===== config.mk =====
export PLATFORM = sky130hd
export DESIGN_NAME = rce_ctrl
export DESIGN_NICKNAME = d
export VERILOG_FILES = /design/src/sv/assert_macros.svh /design/src/sv/rce_pkg.sv /design/src/sv/rce_ctrl.sv
export SDC_FILE = /design/constraint.sdc
export NUM_CORES = 1
export LEC_CHECK = 0
export ABC_AREA = 1
export BUFFER_PORTS_ARGS = -buffer_cell sky130_fd_sc_hd__buf_4
export CORE_MARGIN = 8
export CORE_UTILIZATION = 30
export CTS_BUF_LIST = sky130_fd_sc_hd__clkbuf_16
export DETAILED_ROUTE_END_ITERATION = 8
export SYNTH_ARGS = -nofsm -noshare
export SYNTH_HDL_FRONTEND = slang
export SYNTH_SLANG_ARGS = --single-unit

===== constraint.sdc =====
create_clock -name clk -period 3.9 [get_ports clk]
set_clock_uncertainty 0.2 [all_clocks]
set_input_delay 0.195 -clock clk [delete_from_list [all_inputs] [get_ports clk]]
set_output_delay 0.195 -clock clk [all_outputs]
set_load 0.05 [all_outputs]

===== src/sv/assert_macros.svh =====
// ----------------------------------------------------------------------------
// assert_macros.svh
// Shared concurrent assertion macros, clocked on clk, disabled in reset.
// ----------------------------------------------------------------------------
`ifndef ASSERT_MACROS_SVH
`define ASSERT_MACROS_SVH

// same-cycle implication
`define ASSERT_NOW(label, ante, cons, msg) \
  label: assert property (@(posedge clk) disable iff (!rst_n) (ante) |-> (cons)) \
    else $error(msg);

// next-cycle implication
`define ASSERT_NEXT(label, ante, cons, msg) \
  label: assert property (@(posedge clk) disable iff (!rst_n) (ante) |=> (cons)) \
    else $error(msg);

`endif


===== src/sv/rce_pkg.sv =====
// ----------------------------------------------------------------------------
// rce_pkg
// Types, codes and the instruction evaluation function of the executor.
// ----------------------------------------------------------------------------
package rce_pkg;

  localparam int MagW = 16;
  localparam int CntW = 5;

  localparam logic [1:0] KIND_WRITE = 2'd0;
  localparam logic [1:0] KIND_EXEC  = 2'd1;
  localparam logic [1:0] KIND_READ  = 2'd2;

  localparam logic [1:0] MODE_IMM  = 2'd0;
  localparam logic [1:0] MODE_DIR  = 2'd1;
  localparam logic [1:0] MODE_IND  = 2'd2;
  localparam logic [1:0] MODE_PDEC = 2'd3;

  localparam logic [7:0] OP_MOV = 8'd1;
  localparam logic [7:0] OP_ADD = 8'd2;
  localparam logic [7:0] OP_SUB = 8'd3;
  localparam logic [7:0] OP_JMP = 8'd4;
  localparam logic [7:0] OP_JMZ = 8'd5;
  localparam logic [7:0] OP_JMN = 8'd6;
  localparam logic [7:0] OP_DJN = 8'd7;
  localparam logic [7:0] OP_CMP = 8'd8;
  localparam logic [7:0] OP_SPL = 8'd9;

  typedef struct packed {
    logic [7:0]  op;
    logic [3:0]  am;
    logic [3:0]  bm;
    logic [15:0] af;
    logic [15:0] bf;
  } cword_t;

  typedef enum logic [4:0] {
    S_CLR, S_IDLE, S_LOC, S_WR, S_RD, S_RDW, S_IR, S_IRW, S_EA0, S_EA1,
    S_PR, S_PRW, S_PWB, S_EA2, S_SRC, S_DST, S_EXE0, S_EXE, S_NPC, S_FIN
  } state_t;

  typedef enum logic [2:0] {MA_CLR, MA_LOC, MA_T, MA_EA1, MA_EA2} masel_t;
  typedef enum logic [1:0] {MW_ZERO, MW_ITEM, MW_PTR, MW_EXE} mwsel_t;
  typedef enum logic [1:0] {MS_ADDR, MS_FIELD, MS_IND, MS_NPC} msel_t;

  typedef struct packed {
    logic   mem_we;
    logic   mem_re;
    masel_t mem_asel;
    mwsel_t mem_wsel;
    logic   mod_start;
    msel_t  mod_sel;
    logic   ld_item;
    logic   ld_loc;
    logic   ld_ir;
    logic   ld_t;
    logic   ld_ptr;
    logic   ld_ea;
    logic   ea_loc;
    logic   ld_src;
    logic   ld_dst;
    logic   ld_rdout;
    logic   ld_exe;
    logic   ld_npc;
    logic   out_load;
    logic   clr_inc;
    logic   phase_b;
  } cmd_t;

  typedef struct packed {
    logic [1:0] kind;
    logic [1:0] mode;
    logic       mod_done;
    logic       mod_busy;
    logic       clr_last;
    logic       died;
    logic       wr;
  } stat_t;

  typedef struct packed {
    logic   died;
    logic   wr;
    logic   jump;
    logic   inc2;
    logic   spl;
    cword_t word;
  } exec_t;

  function automatic exec_t exec_op(input cword_t ir, input cword_t src, input cword_t dst);
    exec_t       e;
    logic        a_only;
    logic [15:0] opnd;
    logic [15:0] nb;
    e      = '0;
    e.word = dst;
    a_only = (ir.am[1:0] == MODE_IMM);
    opnd   = a_only ? src.af : src.bf;
    nb     = dst.bf - 16'd1;
    unique case (ir.op)
      OP_MOV: begin
        e.wr = 1'b1;
        if (a_only) begin
          e.word.bm = src.am;
          e.word.bf = src.af;
        end else begin
          e.word = src;
        end
      end
      OP_ADD: begin
        e.wr      = 1'b1;
        e.word.bf = dst.bf + opnd;
      end
      OP_SUB: begin
        e.wr      = 1'b1;
        e.word.bf = dst.bf - opnd;
      end
      OP_JMP: e.jump = 1'b1;
      OP_JMZ: e.jump = (dst.bf == 16'd0);
      OP_JMN: e.jump = (dst.bf != 16'd0);
      OP_DJN: begin
        e.wr      = 1'b1;
        e.word.bf = nb;
        e.jump    = (nb != 16'd0);
      end
      OP_CMP: e.inc2 = a_only ? (src.af == dst.bf) : (src == dst);
      OP_SPL: e.spl = 1'b1;
      default: e.died = 1'b1;
    endcase
    return e;
  endfunction

endpackage


===== src/sv/rce_ctrl.sv =====
// ----------------------------------------------------------------------------
// rce_ctrl
// Sequencer for core clearing, write, read and execute items.
// ----------------------------------------------------------------------------
module rce_ctrl (
  input  logic            clk,
  input  logic            rst_n,
  input  logic            in_tvalid,
  output logic            in_tready,
  output logic            out_tvalid,
  input  logic            out_tready,
  input  rce_pkg::stat_t  stat,
  output rce_pkg::cmd_t   cmd
);
  import rce_pkg::*;

  state_t state_r, state_nxt;
  logic   phase_r, phase_nxt;
  logic   ovalid_r, ovalid_nxt;
  logic   out_free;

  assign out_free  = !ovalid_r || out_tready;
  assign in_tready = (state_r == S_IDLE);

  always_comb begin
    state_nxt = state_r;
    unique case (state_r)
      S_CLR:  if (stat.clr_last) state_nxt = S_IDLE;
      S_IDLE: if (in_tvalid) state_nxt = S_LOC;
      S_LOC: begin
        if (stat.mod_done) begin
          unique case (stat.kind)
            KIND_WRITE: state_nxt = S_WR;
            KIND_EXEC:  state_nxt = S_IR;
            KIND_READ:  state_nxt = S_RD;
            default:    state_nxt = S_FIN;
          endcase
        end
      end
      S_WR:  state_nxt = S_FIN;
      S_RD:  state_nxt = S_RDW;
      S_RDW: state_nxt = S_FIN;
      S_IR:  state_nxt = S_IRW;
      S_IRW: state_nxt = S_EA0;
      S_EA0: begin
        if (stat.mode == MODE_IMM) state_nxt = phase_r ? S_SRC : S_IR;
        else                       state_nxt = S_EA1;
      end
      S_EA1: begin
        if (stat.mod_done) begin
          if (stat.mode == MODE_DIR) state_nxt = phase_r ? S_SRC : S_IR;
          else                       state_nxt = S_PR;
        end
      end
      S_PR:  state_nxt = S_PRW;
      S_PRW: state_nxt = S_PWB;
      S_PWB: state_nxt = S_EA2;
      S_EA2: if (stat.mod_done) state_nxt = phase_r ? S_SRC : S_IR;
      S_SRC: state_nxt = S_DST;
      S_DST: state_nxt = S_EXE0;
      S_EXE0: state_nxt = S_EXE;
      S_EXE: state_nxt = stat.died ? S_FIN : S_NPC;
      S_NPC: if (stat.mod_done) state_nxt = S_FIN;
      S_FIN: if (out_free) state_nxt = S_IDLE;
      default: state_nxt = S_IDLE;
    endcase
  end

  always_comb begin
    cmd          = '0;
    cmd.mem_asel = MA_LOC;
    cmd.mem_wsel = MW_ZERO;
    cmd.mod_sel  = MS_FIELD;
    cmd.phase_b  = phase_r;
    unique case (state_r)
      S_CLR: begin
        cmd.mem_we   = 1'b1;
        cmd.mem_asel = MA_CLR;
        cmd.clr_inc  = 1'b1;
      end
      S_IDLE: begin
        cmd.ld_item   = in_tvalid;
        cmd.mod_start = in_tvalid;
        cmd.mod_sel   = MS_ADDR;
      end
      S_LOC: cmd.ld_loc = stat.mod_done;
      S_WR: begin
        cmd.mem_we   = 1'b1;
        cmd.mem_wsel = MW_ITEM;
      end
      S_RD:  cmd.mem_re = 1'b1;
      S_RDW: cmd.ld_rdout = 1'b1;
      S_IR:  cmd.mem_re = 1'b1;
      S_IRW: cmd.ld_ir = 1'b1;
      S_EA0: begin
        if (stat.mode == MODE_IMM) begin
          cmd.ld_ea  = 1'b1;
          cmd.ea_loc = 1'b1;
        end else begin
          cmd.mod_start = 1'b1;
        end
      end
      S_EA1: begin
        if (stat.mode == MODE_DIR) cmd.ld_ea = stat.mod_done;
        else                       cmd.ld_t  = stat.mod_done;
      end
      S_PR: begin
        cmd.mem_re   = 1'b1;
        cmd.mem_asel = MA_T;
      end
      S_PRW: cmd.ld_ptr = 1'b1;
      S_PWB: begin
        cmd.mem_we    = (stat.mode == MODE_PDEC);
        cmd.mem_asel  = MA_T;
        cmd.mem_wsel  = MW_PTR;
        cmd.mod_start = 1'b1;
        cmd.mod_sel   = MS_IND;
      end
      S_EA2: cmd.ld_ea = stat.mod_done;
      S_SRC: begin
        cmd.mem_re   = 1'b1;
        cmd.mem_asel = MA_EA1;
      end
      S_DST: begin
        cmd.ld_src   = 1'b1;
        cmd.mem_re   = 1'b1;
        cmd.mem_asel = MA_EA2;
      end
      S_EXE0: cmd.ld_dst = 1'b1;
      S_EXE: begin
        cmd.ld_exe    = 1'b1;
        cmd.mem_we    = !stat.died && stat.wr;
        cmd.mem_asel  = MA_EA2;
        cmd.mem_wsel  = MW_EXE;
        cmd.mod_start = !stat.died;
        cmd.mod_sel   = MS_NPC;
      end
      S_NPC: cmd.ld_npc = stat.mod_done;
      S_FIN: cmd.out_load = out_free;
      default: cmd.mem_asel = MA_LOC;
    endcase
  end

  always_comb begin
    phase_nxt = phase_r;
    if (cmd.ld_item) phase_nxt = 1'b0;
    else if (cmd.ld_ea && !phase_r) phase_nxt = 1'b1;
    ovalid_nxt = ovalid_r;
    if (cmd.out_load) ovalid_nxt = 1'b1;
    else if (out_tready) ovalid_nxt = 1'b0;
  end

  always_ff @(posedge clk) begin
    if (!rst_n) begin
      state_r  <= S_CLR;
      phase_r  <= 1'b0;
      ovalid_r <= 1'b0;
    end else begin
      state_r  <= state_nxt;
      phase_r  <= phase_nxt;
      ovalid_r <= ovalid_nxt;
    end
  end

  assign out_tvalid = ovalid_r;

endmodule


### Word level (Yosys, flattened, before mapping)

Index checks and enable logic that the tools add are counted.
W data, S select, Z words.

* register bits after elaboration: 7
* bits of input ports: 13
* word-level logic and storage cells: 90

* equal/unequal tests: 30
* mux-type cells: 39
* bitwise logic cells: 1
* reductions and logical operators: 17

Operators by type and width (number)
* $pmux W5 S19: 1
* $eq A5 B4 Y1 const B: 8
* $mux W5: 7
* $eq A5 B3 Y1 const B: 4
* $eq A5 B5 Y1 const B: 4
* $mux W1: 20
* $pmux W5 S3: 1
* $ne A2 B2 Y1 const B: 7
* $mux W4: 3
* $pmux W2 S3: 2
* $pmux W3 S4: 1
* $eq A5 B2 Y1 const B: 2
* $reduce_or A2 Y1: 5
* $reduce_and A7 Y1: 1
* $pmux W1 S3: 2
* $eq A5 B1 Y1 const B: 1
* $logic_not A5 Y1: 1
* $reduce_or A5 Y1: 1
* $eq A2 B1 Y1 const B: 2
* $eq A2 B2 Y1 const B: 2
* $logic_not A2 Y1: 2
* $pmux W1 S4: 1
* $logic_not A1 Y1: 3
* $logic_and A1 B1 Y1: 2
* other kinds (4): 4

### Logic depth before layout (Yosys ltp)

Gate-level depths: netlist of run 1.

* depth after elaboration: 4
* depth in mapped cells: 11
* depth with buffers taken out: 10

### Worst setup path after synthesis of run 1

No wires, ideal clock.

* path kind: register to output
* start: reg state_r[3]
* end: out cmd[20] (netlist name)
* arrival time: 2.508 ns
* data required time: 3.505 ns
* slack: 0.997 ns
* cell stages (with the launch flop): 6
* path buffers: 1
* cell sequence: dfxtp_1 > buf_2 > nor2_4 > nand2_1 > nor3_1 > o31ai_1

RTL lines
* from (decl): RTL line rce_ctrl.sv:17 `state_t state_r, state_nxt;`
* from (signal assigned): RTL line rce_ctrl.sv:159 `state_r <= state_nxt;`
* to (decl): RTL line rce_ctrl.sv:13 `output rce_pkg::cmd_t cmd`

==> summary.json, run 1 <==
{
  "run_status": {"value": "complete, no violations"},
  "leakage_power": {"value": 0.000841, "unit": "µW"},
  "synthCells": {"value": 185},
  "global_route_wire_length_before_repair": {"value": 5430, "unit": "µm"},
  "finalHoldViolations": {"value": 0},
  "regToRegSetupSlack": {"value": 1.98, "unit": "ns"},
  "synthDistinctLibCells": {"value": 26},
  "chipHeight": {"value": 73.8, "unit": "µm"},
  "setup_repair_after_global_routing_missed_its_margin": {"value": "no"},
  "worst_max_slew_pin_slew": {"value": 0.415, "unit": "ns"},
  "core": {"value": 0.00328, "unit": "mm²"},
  "setup_tns": {"value": 0, "unit": "ns"},
  "hpwlAfterDp": {"value": 2690, "unit": "µm"},
  "power.total": {"value": 931, "unit": "µW"},
  "root_buffer": {"value": "clkbuf_16"},
  "starting_density": {"value": 30.5, "unit": "%"},
  "multiInputGateArea": {"value": 676, "unit": "µm²"},
  "dpl.cell_count": {"value": 261},
  "path_class": {"value": "register to output port"},
  "post_synthesis_cell_area": {"value": 0.00100, "unit": "mm²"},
  "hold_removal_path_class": {"value": "input pin to register"},
  "worstPathRequired": {"value": 3.50, "unit": "ns"},
  "cts.reportedPaths.clkPinSlew": {"value": 0.04, "unit": "ns"},
  "grt-ovfl-total": {"value": 0},
  "fp.dieW": {"value": 73.8, "unit": "µm"},
  "reg2reg_depth": {"value": 9},
  "end_kind": {"value": "output port"},
  "netlist.area_leader.share": {"value": 16.5, "unit": "%"},
  "portBuffers": {"value": 38},
  "setup_violations": {"value": 0},
  "max_cap_viol_count": {"value": 0},
  "tritoncts": {"value": "yes"},
  "longest_clk_path_bufs": {"value": 2},
  "grt_pass1_vias": {"value": 1203},
  "vdd_drop_max": {"value": 0.232, "unit": "mV"},
  "fin_cells": {"value": 266},
  "synth.yosys.seq_area_share": {"value": 14.0, "unit": "%"},
  "fmax": {"value": 434, "unit": "MHz"},
  "fin_area": {"value": 0.00137, "unit": "mm²"},
  "report.final.slew_viol_count": {"value": 0},
  "crit_path_start_kind": {"value": "register"},
  "critPathMaxFanout": {"value": 8},
  "ff_latch_area": {"value": 140, "unit": "µm²"},
  "synthesis.area_per_instance": {"value": 5.42, "unit": "µm²"},
  "synth_area_leaders": {"value": "nand2_1, dfxtp_1, nor2_1, nand3_1, inv_1"},
  "p_per_area": {"value": 681, "unit": "mW/mm²"},
  "min_path_cells": {"value": 3},
  "antenna_found_initial": {"value": 0},
  "design.die.area": {"value": 0.00545, "unit": "mm²"},
  "min_period_over_period": {"value": 59.1, "unit": "%"},
  "nNetsFinal": {"value": 237},
  "crit_arrival": {"value": 1.91, "unit": "ns"},
  "synth-warning-count": {"value": 0},
  "grt_start_max_net_pins": {"value": 18},
  "slew-limit-headroom": {"value": 72.3, "unit": "%"},
  "final_cell_mix": {"value": "nand2_1, buf_4, nor2_1"},
  "number_of_vias_after_detailed_routing": {"value": 1260},
  "regToRegStartpoint": {"value": "state_r[0]"},
  "layout.filler_cells": {"value": 361},
  "htree_num_levels": {"value": 1},
  "detailed_place.area": {"value": 0.00128, "unit": "mm²"},
  "post_route_cells_drive_above_1_share": {"value": 24.1, "unit": "%"},
  "crit-reg2reg-capture": {"value": "state_r[0]"},
  "area_growth_syn_to_layout": {"value": 36.5, "unit": "%"},
  "antenna-diode-count": {"value": 0},
  "yosysTopAreaCell": {"value": "nand2_1"},
  "min_from": {"value": "out_tready"},
  "clock_insertion_delay_worst_skew": {"value": 0.23, "unit": "ns"},
  "layout.cells.most_common": {"value": "nand2_1"},
  "tritoncts.num_buffers": {"value": 3},
  "drt-initial-drc-count": {"value": 73},
  "fp-row-count": {"value": 21},
  "top_level_ports": {"value": 40},
  "drc_errors_left": {"value": 0},
  "routed_wl": {"value": 3260, "unit": "µm"},
  "ant_nets": {"value": 0},
  "routed_wire_length_per_instance": {"value": 12.3, "unit": "µm"},
  "net_count_after_synthesis": {"value": 201},
  "clock-sinks": {"value": 7},
  "worstHoldEndpoint": {"value": "out_tvalid"},
  "drt-pass1-iter-count": {"value": 4},
  "period_needed": {"value": 2.30, "unit": "ns"},
  "grt.total_usage": {"value": 12.5, "unit": "%"},
  "gpl.final_weighted_congestion": {"value": 0.860},
  "synth-seq-cells": {"value": 7},
  "via_count_normalized_by_instance_count": {"value": 4.74}
}
repair_timing:
action | CTS | global route
gates resized for setup | 0 | 0
buffers inserted | 0 | 0
hold endpoints to repair | 1 | 0
hold buffers | 1 | 0
report_power, final:
group | total, µW | internal (µW) | leakage, µW | switching, µW
clock | 171 | 133 | 0.0000423 | 38.2
combinational | 635 | 180 | 0.000742 | 454
sequential | 125 | 86.4 | 0.0000569 | 38.7
cells by family after synthesis:
logic type               after synthesis  share of synthesized area, %
AO/OA/AOI/OAI                         16                          9.24
adder cells (fa/ha/maj)                3                          3.75
buffers and inverters                 40                          18.6
AND/OR/NAND/NOR                      119                          54.4
flip-flops                             7                          14.0
worst max path at each step:
stage                     startpoint  endpoint  cells past startpoint
after floorplan           state_r[3]   cmd[20]                      5
after global placement    state_r[0]   cmd[24]                      7
after detailed placement  state_r[0]    cmd[9]                      7
after CTS                 state_r[0]    cmd[9]                      7
after global routing      state_r[0]    cmd[9]                      7
final                     state_r[0]   cmd[17]                      8
Yosys cell counts:
master / n
nand2_1: 44
nor2_1: 35
inv_1: 28
nand3_1: 22
nand4_1: 8
dfxtp_1: 7
a21oi_1: 6
o21ai_0: 5
inv_2: 4
buf_4: 3
buf_6: 3
ha_1: 3
buf_2: 2
nor2_2: 2
nor2_4: 2
a211oi_1: 1
a21oi_2: 1
nand2_2: 1
nand3_2: 1
nor2_8: 1
nor3_1: 1
nor4_1: 1
o21a_1: 1
o22ai_1: 1
o31ai_1: 1
or3_1: 1
sequential cells by signal (all words and copies together) (netlist names):
name	count
state_r	5
out_tvalid	1
phase_r	1
final cells by class:
cell class | instances | area share, %
tap | 46 | 4.21
sequential | 7 | 10.2
clock inverter | 1 | 0.274
clock buffer | 3 | 5.49
timing repair buffer | 39 | 21.6
inverter | 32 | 8.78
multi-input combinational | 138 | 49.4
metal layers:
layer | wire length, µm | vias up | track usage (%) | share of wire, %
li1 | - | 659 | - | -
met1 | 1360 | 560 | 14.7 | 42
met2 | 1610 | 37 | 21.3 | 49
met3 | 249 | 4 | 3.55 | 7.6
met4 | 40 | 0 | 3.99 | 1.2
met5 | 0 | - | 0 | 0
per-stage QoR:
stage / hold slack [ns] / setup slack, ns / util, %
6_report: 0.118 / 1.60 / 41.6
5_1_grt: 0.130 / 1.44 / 41.6
4_1_cts: 0.112 / 1.60 / 41.6
3_5_place_dp: 0.220 / 1.85 / 38.9
3_3_place_gp: 0.219 / 1.83 / 38.9
2_1_floorplan: 0.113 / 0.997 / -
critical path, cell delays in order (launching register included):
cell     delay [ns]
dfxtp_1        0.56
inv_2          0.11
nor2_4         0.21
inv_2          0.08
nor2_1         0.19
nand2_1        0.15
nand2_1        0.08
or3_1          0.09
buf_4          0.19
No activity file was read; power rests on OpenSTA's default activity.
==> run 2, diff against run 1 <==
==> constraint.sdc (replaced) <==
create_clock -name clk -period 2.4 [get_ports clk]
set_clock_uncertainty 0.2 [all_clocks]
set_input_delay 0.12 -clock clk [delete_from_list [all_inputs] [get_ports clk]]
set_output_delay 0.12 -clock clk [all_outputs]
set_load 0.05 [all_outputs]
==> run 2 against run 1 <==
  * Wire length is 2.6% lower
  * First-iteration DRC count is 36% lower
  * Non-clock buffer count is 2 higher
  * Sequential share of layout area is 0.24 points lower
  * Utilization is 0.99 points higher
  * Via count is 2.5% lower
  * Flip-flop and latch count stayed put
  * Critical path depth is 1 lower
  * Cell count is 0.75% higher
  * Critical endpoint unchanged
  * Highest routed layer unchanged
==> summary.json, run 2 (synthesized netlist as in run 1, its figures left out) <==
{
  "run_status": {"value": "complete, no violations"},
  "registers.top_by_ff_count": {"value": "state_r"},
  "tritoncts.num_buffers": {"value": 3, "change": "unchanged"},
  "cts-hold-fix-buffers": {"value": 1, "change": "unchanged"},
  "hpwlAfterDp": {"value": 2650, "unit": "µm", "change": "-1.6%"},
  "global_route_wire_length_before_repair": {"value": 5370, "unit": "µm", "change": "-1.1%"},
  "period_needed": {"value": 2.15, "unit": "ns"},
  "vdd_drop_max": {"value": 0.462, "unit": "mV", "change": "+99%"},
  "max_cap_viol_count": {"value": 0, "change": "unchanged"},
  "tritoncts": {"value": "yes"},
  "nNetsFinal": {"value": 239, "change": "+0.84%"},
  "crit_arrival": {"value": 1.83, "unit": "ns", "change": "-0.08 ns"},
  "largest_register_ffs": {"value": 5, "change": "unchanged"},
  "grt.total_usage": {"value": 12.2, "unit": "%", "change": "-0.34 points"},
  "routed-wl-met3": {"value": 245, "unit": "µm", "change": "-1.6%"},
  "p_per_area": {"value": 1110, "unit": "mW/mm²", "change": "+63%"},
  "grt-ovfl-total": {"value": 0, "change": "unchanged"},
  "antenna-diode-count": {"value": 0, "change": "unchanged"},
  "grt_pass1_vias": {"value": 1183, "change": "-1.7%"},
  "top_level_ports": {"value": 40, "change": "unchanged"},
  "design.die.area": {"value": 0.00545, "unit": "mm²", "change": "unchanged"},
  "leakage_power": {"value": 0.000854, "unit": "µW", "change": "+1.5%"},
  "drc_errors_left": {"value": 0, "change": "unchanged"},
  "slew-limit-headroom": {"value": 75.8, "unit": "%", "change": "+3.5 points"},
  "critical_path.cell_chain": {"value": "nor2_4, nand2_1, nor2_1, nand2_1, nand2_1, or3_1, buf_4"},
  "min_period_over_period": {"value": 89.6, "unit": "%"},
  "drt-initial-drc-count": {"value": 47, "change": "-36%"},
  "path_class": {"value": "register to output port"},
  "crit_path_max_incr_delay": {"value": 0.40, "unit": "ns", "change": "-0.16 ns"},
  "worstPathRequired": {"value": 2.08, "unit": "ns", "change": "-1.42 ns"},
  "setup_violations": {"value": 0, "change": "unchanged"},
  "cts.reportedPaths.clkPinSlew": {"value": 0.04, "unit": "ns", "change": "about the same"},
  "number_of_vias_after_detailed_routing": {"value": 1228, "change": "-2.5%"},
  "ant_nets": {"value": 0, "change": "unchanged"},
  "area_growth_syn_to_layout": {"value": 39.7, "unit": "%"},
  "gpl.final_weighted_congestion": {"value": 0.892, "change": "+3.7%"},
  "route.met2.wl": {"value": 1580, "unit": "µm", "change": "-1.7%"},
  "via_count_normalized_by_instance_count": {"value": 4.58, "change": "-3.3%"},
  "fp.dieW": {"value": 73.8, "unit": "µm", "change": "unchanged"},
  "crit_path_start_kind": {"value": "register"},
  "worst_max_slew_pin_slew": {"value": 0.362, "unit": "ns", "change": "-0.0534 ns"},
  "fp-row-count": {"value": 21, "change": "unchanged"},
  "cts_post_setup_buffers_inserted": {"value": 0, "change": "unchanged"},
  "hold_removal_path_class": {"value": "input pin to register"},
  "setup_repair_after_global_routing_missed_its_margin": {"value": "no"},
  "grt_start_max_net_pins": {"value": 18, "change": "unchanged"},
  "clock-sinks": {"value": 7, "change": "unchanged"},
  "routed_wire_length_per_instance": {"value": 11.9, "unit": "µm", "change": "-3.3%"},
  "report.final.slew_viol_count": {"value": 0, "change": "unchanged"},
  "critPathBufInv": {"value": 1, "change": "-2"},
  "drt-pass1-iter-count": {"value": 4, "change": "unchanged"},
  "critPathMaxFanout": {"value": 16, "change": "+8"},
  "setup_tns": {"value": 0, "unit": "ns", "change": "unchanged"},
  "starting_density": {"value": 30.5, "unit": "%", "change": "unchanged"},
  "longest_clk_path_bufs": {"value": 2, "change": "unchanged"},
  "finalHoldViolations": {"value": 0, "change": "unchanged"},
  "fin_area": {"value": 0.00140, "unit": "mm²", "change": "+2.4%"},
  "final_cell_mix": {"value": "nand2_1, buf_4, nor2_1"},
  "layout.cells.most_common": {"value": "nand2_1"},
  "fmax": {"value": 465, "unit": "MHz"},
  "antenna_found_initial": {"value": 0, "change": "unchanged"},
  "worst_path_most_repeated_cell": {"value": "nand2_1"},
  "end_kind": {"value": "output port"},
  "drt-met1-wl": {"value": 1340, "unit": "µm", "change": "-2.1%"},
  "clock_insertion_delay_worst_skew": {"value": 0.23, "unit": "ns", "change": "about the same"},
  "htree_num_levels": {"value": 1, "change": "unchanged"},
  "chipHeight": {"value": 73.8, "unit": "µm", "change": "unchanged"},
  "detailed_place.area": {"value": 0.00131, "unit": "mm²", "change": "+2.4%"},
  "post_route_cells_drive_above_1_share": {"value": 26.6, "unit": "%", "change": "+2.5 points"},
  "portBuffers": {"value": 38, "change": "unchanged"},
  "root_buffer": {"value": "clkbuf_16"},
  "cts_resized": {"value": 0, "change": "unchanged"},
  "routed_wl": {"value": 3180, "unit": "µm", "change": "-2.6%"},
  "worst_path_dominant_cell_family": {"value": "simple AND/OR/NAND/NOR gates"},
  "core": {"value": 0.00328, "unit": "mm²", "change": "unchanged"},
  "highest_routing_layer_actually_used": {"value": "met4"},
  "worst_path_max_delay_cell": {"value": "dfxtp_1"}
}
run 2: changes by cell type in the layout (fill, tap and decap cells not counted), sizes merged:
cell / before / now
buf: 38 / 40
inv: 33 / 32
clkinv: 0 / 1
run 2: worst paths after layout:
kind	startpoint	endpoint	slack [ns]	cells past startpoint
worst max-delay path	state_r[3]	cmd[17]	0.25	7
worst min-delay path	in_tvalid	phase_r	0.04	4
worst max register to register	state_r[0]	state_r[0]	0.63	10
worst min register to register	phase_r	phase_r	0.34	2
run 2: per-stage QoR:
| step | hold WS [ns] | util (%) | cells | power, µW | setup slack, ns |
|---|---|---|---|---|---|
| floorplan | 0.0376 | - | 185 | 1010 | 0.00287 |
| global placement | 0.145 | 39.9 | 263 | 1280 | 0.510 |
| detailed placement | 0.146 | 39.9 | 263 | 1270 | 0.479 |
| CTS | 0.0456 | 42.6 | 268 | 1560 | 0.230 |
| global route | 0.0573 | 42.6 | 268 | 1670 | 0.0506 |
| finish | 0.0387 | 42.6 | 268 | 1550 | 0.249 |
run 2: power by group:
part           leakage, µW  internal (µW)  switching, µW
sequential       0.0000569            140           31.5
clock            0.0000409            219           63.9
combinational     0.000757            318            781
run 2: layer usage:
layer | GRT usage, % | vias up
met2 | 21.6 | 38
met3 | 3.00 | 2
li1 | - | 657
met4 | 1.33 | 0
met1 | 14.7 | 531
met5 | 0 | -
run 2: area by class of cell:
type / count / area (µm²)
fillers: 368 / 1880
inverters: 32 / 120
repair buffers: 41 / 310
clock inverters: 1 / 5.00
clock buffers: 3 / 75.1
well taps: 46 / 57.6
flip-flops and latches: 7 / 140
multi-input cells: 138 / 692
run 2: tightest hold or removal path, delay by kind of cell:
kind                   cells  cell delay (ns)
buffers and inverters      1             0.09
AND/OR/NAND/NOR            3             0.21
==> run 3, diff against run 2 <==
--- a/config.mk
+++ b/config.mk
@@ -8,9 +8,10 @@
 export ABC_AREA = 1
 export BUFFER_PORTS_ARGS = -buffer_cell sky130_fd_sc_hd__buf_4
 export CORE_MARGIN = 8
-export CORE_UTILIZATION = 30
+export CORE_UTILIZATION = 46
 export CTS_BUF_LIST = sky130_fd_sc_hd__clkbuf_16
 export DETAILED_ROUTE_END_ITERATION = 8
+export PLACE_DENSITY = 0.76
 export SYNTH_ARGS = -nofsm -noshare
 export SYNTH_HDL_FRONTEND = slang
 export SYNTH_SLANG_ARGS = --single-unit
==> run 3 against run 2 <==
  * Via count is 4.8% higher
  * Critical path depth is 1 lower
  * Global-route usage is 3.7 points higher
  * Register-to-register slack worse by 0.09 ns
  * Setup slack worse by 0.042 ns
  * Worst hold slack worse by 0.021 ns
  * Cell count is 7.1% lower
  * Die area is 28% lower
  * Flip-flop and latch count stayed put
  * Sequential share of layout area is 0.31 points higher
==> summary.json, run 3 (synthesized netlist as in run 1, its figures left out) <==
{
  "hpwlAfterDp": {"value": 2590, "unit": "µm", "change": "-2.0%"},
  "routed_wire_length_per_instance": {"value": 12.6, "unit": "µm", "change": "+6.4%"},
  "crit_path_max_incr_delay": {"value": 0.37, "unit": "ns", "change": "-0.03 ns"},
  "clock_insertion_delay_worst_skew": {"value": 0.23, "unit": "ns", "change": "about the same"},
  "drc_errors_left": {"value": 0, "change": "unchanged"},
  "crit_arrival": {"value": 1.87, "unit": "ns", "change": "+0.04 ns"},
  "final_critical_path_setup_slack": {"value": 0.206, "unit": "ns", "change": "-0.0424 ns"},
  "worst_path_dominant_cell_family": {"value": "buffers and inverters"},
  "crit_path_start_kind": {"value": "register"},
  "worst_path_max_delay_cell": {"value": "dfxtp_2"},
  "path_class": {"value": "register to output port"},
  "antenna_found_initial": {"value": 0, "change": "unchanged"},
  "largest_register_ffs": {"value": 5, "change": "unchanged"},
  "worst_max_slew_pin_slew": {"value": 0.379, "unit": "ns", "change": "+0.0169 ns"},
  "regToRegStartpoint": {"value": "state_r[3]"},
  "fin_hold_ws": {"value": 0.0181, "unit": "ns", "change": "-0.0206 ns"},
  "power_switching": {"value": 875, "unit": "µW", "change": "-0.13%"},
  "number_of_vias_after_detailed_routing": {"value": 1287, "change": "+4.8%"},
  "report.final.slew_viol_count": {"value": 0, "change": "unchanged"},
  "grt.total_usage": {"value": 15.9, "unit": "%", "change": "+3.7 points"},
  "regToRegSetupSlack": {"value": 0.54, "unit": "ns", "change": "-0.09 ns"},
  "vdd_drop_max": {"value": 0.688, "unit": "mV", "change": "+49%"},
  "top_level_ports": {"value": 40, "change": "unchanged"},
  "multiInputGateArea": {"value": 692, "unit": "µm²", "change": "unchanged"},
  "min_from": {"value": "in_tvalid"},
  "critPathMaxFanout": {"value": 17, "change": "+1"},
  "slew-limit-headroom": {"value": 74.7, "unit": "%", "change": "-1.1 points"},
  "cts.reportedPaths.clkPinSlew": {"value": 0.03, "unit": "ns", "change": "about the same"},
  "design.die.area": {"value": 0.00393, "unit": "mm²", "change": "-28%"},
  "core": {"value": 0.00213, "unit": "mm²", "change": "-35%"},
  "setup_tns": {"value": 0, "unit": "ns", "change": "unchanged"},
  "longest_clk_path_bufs": {"value": 2, "change": "unchanged"},
  "final_cell_mix": {"value": "nand2_1, buf_4, nor2_1"},
  "run_status": {"value": "complete, no violations"},
  "routed_wl": {"value": 3140, "unit": "µm", "change": "-1.2%"},
  "drt-initial-drc-count": {"value": 54, "change": "+15%"},
  "fp-row-count": {"value": 17, "change": "-19%"},
  "reg2reg_depth": {"value": 9, "change": "-1"},
  "antenna-diode-count": {"value": 0, "change": "unchanged"},
  "end_kind": {"value": "output port"},
  "hold_removal_path_class": {"value": "input pin to register"},
  "post_route_cells_drive_above_1_share": {"value": 26.2, "unit": "%", "change": "-0.33 points"},
  "htree_num_levels": {"value": 1, "change": "unchanged"},
  "leakage_power": {"value": 0.000851, "unit": "µW", "change": "-0.41%"},
  "area_growth_syn_to_layout": {"value": 36.7, "unit": "%"},
  "dpl_worst_slack": {"value": 0.395, "unit": "ns", "change": "-0.0841 ns"},
  "via_count_normalized_by_instance_count": {"value": 5.17, "change": "+13%"},
  "registers.top_by_ff_count": {"value": "state_r"},
  "fp.dieW": {"value": 62.7, "unit": "µm", "change": "-15%"},
  "global_route_wire_length_before_repair": {"value": 5320, "unit": "µm", "change": "-0.91%"},
  "drt-pass1-iter-count": {"value": 4, "change": "unchanged"},
  "clock-sinks": {"value": 7, "change": "unchanged"},
  "nNetsFinal": {"value": 238, "change": "-0.42%"},
  "gpl.final_weighted_congestion": {"value": 0.905, "change": "+1.5%"},
  "critPathBufInv": {"value": 2, "change": "+1"},
  "chipHeight": {"value": 62.7, "unit": "µm", "change": "-15%"},
  "critical_path.cell_chain": {"value": "inv_2, nand3_1, nor2_1, a21oi_1, o22ai_1, buf_4"},
  "layout.filler_cells": {"value": 212, "change": "-42%"},
  "grt_start_max_net_pins": {"value": 18, "change": "unchanged"},
  "finalHoldViolations": {"value": 0, "change": "unchanged"},
  "crit-reg2reg-capture": {"value": "state_r[0]"},
  "sw_frac_of_total": {"value": 56.6, "unit": "%", "change": "+0.22 points"},
  "max_cap_viol_count": {"value": 0, "change": "unchanged"},
  "power.share.combinational": {"value": 69.4, "unit": "%", "change": "-1.4 points"},
  "worstSetupPathDepth": {"value": 6, "change": "-1"},
  "portBuffers": {"value": 38, "change": "unchanged"},
  "min_path_cells": {"value": 4, "change": "unchanged"},
  "worstPathRequired": {"value": 2.08, "unit": "ns", "change": "about the same"},
  "period_needed": {"value": 2.19, "unit": "ns", "change": "+0.0424 ns"},
  "tritoncts": {"value": "yes"},
  "setup_repair_after_global_routing_missed_its_margin": {"value": "no"},
  "internal_power": {"value": 670, "unit": "µW", "change": "-1.0%"},
  "layout.cells.most_common": {"value": "nand2_1"},
  "grt-ovfl-total": {"value": 0, "change": "unchanged"},
  "ff_latch_area": {"value": 141, "unit": "µm²", "change": "+0.89%"},
  "p_seq_share": {"value": 12.8, "unit": "%", "change": "+1.8 points"},
  "root_buffer": {"value": "clkbuf_16"},
  "ant_nets": {"value": 0, "change": "unchanged"},
  "grt_pass1_vias": {"value": 1209, "change": "+2.2%"},
  "power.share.clock": {"value": 17.9, "unit": "%", "change": "-0.3 points"},
  "tritoncts.num_buffers": {"value": 3, "change": "unchanged"},
  "power.total": {"value": 1550, "unit": "µW", "change": "-0.51%"},
  "setup_violations": {"value": 0, "change": "unchanged"},
  "starting_density": {"value": 47.1, "unit": "%", "change": "+17 points"},
  "worstHoldEndpoint": {"value": "phase_r"},
  "p_per_area": {"value": 1130, "unit": "mW/mm²", "change": "+1.7%"},
  "fmax": {"value": 456, "unit": "MHz", "change": "-1.9%"},
  "min_period_over_period": {"value": 91.4, "unit": "%", "change": "+1.8 points"}
}
==> run 3: cell types whose count changed in the layout (fill, tap and decap cells not counted) <==
cell      delta
buf_4        -1
clkinv_2     -1
inv_1        +1
dfxtp_2      +1
dfxtp_1      -1
==> run 3: area by class of cell <==
cell class              count  area share, %
inverters                  32           8.77
clock inverters             1          0.274
flip-flops and latches      7           10.3
multi-input cells         138           50.5
repair buffers             40           22.1
well taps                  28           2.56
clock buffers               3           5.48
==> run 3: worst register-to-register path: stages, from the launching register on <==
cell     delay (ns)
dfxtp_1        0.54
nor2_4         0.16
nand3_1        0.20
nand2_1        0.07
nor2_1         0.18
nand2_1        0.08
nor2_1         0.12
nand3_1        0.11
nand2_1        0.07
inv_1          0.03
==> run 3: per-stage QoR <==
| stage | instance area [µm²] | cells | util [%] |
|---|---|---|---|
| floorplan | 1020 | 185 | - |
| global placement | 1280 | 244 | 60.2 |
| detailed placement | 1280 | 244 | 60.2 |
| CTS | 1370 | 249 | 64.4 |
| global route | 1370 | 249 | 64.4 |
| finish | 1370 | 249 | 64.4 |
==> run 3: metal layers <==
layer / track usage [%] / wire length (µm)
met2: 26.5 / 1490
met3: 3.76 / 297
met5: 0 / 0
met1: 18.4 / 1300
met4: 7.98 / 53
==> run 3: power groups by stage <==
stage / registers (µW) / logic [µW] / clock network, µW
final: 197 / 1070 / 276
after global routing: 200 / 1150 / 290
after CTS: 194 / 1070 / 284
after detailed placement: 196 / 1070 / 0
after global placement: 194 / 1060 / 0
after floorplan: 167 / 838 / 0
==> run 3: how the worst max path moves through the flow <==
stage	from	endpoint	slack, ns
final	state_r[4]	cmd[9]	0.21
after global routing	state_r[3]	cmd[17]	0.04
after CTS	state_r[4]	cmd[20]	0.16
after detailed placement	state_r[4]	cmd[20]	0.39
after global placement	state_r[4]	cmd[17]	0.44
after floorplan	state_r[0]	cmd[17]	0.003
==> run 3: what timing repair did <==
item | CTS | global route
setup endpoints to repair | 0 | 2
setup buffers | 0 | 0
endpoints found under the hold margin | 2 | 0
hold buffers | 1 | 0
resized for setup | 0 | 1
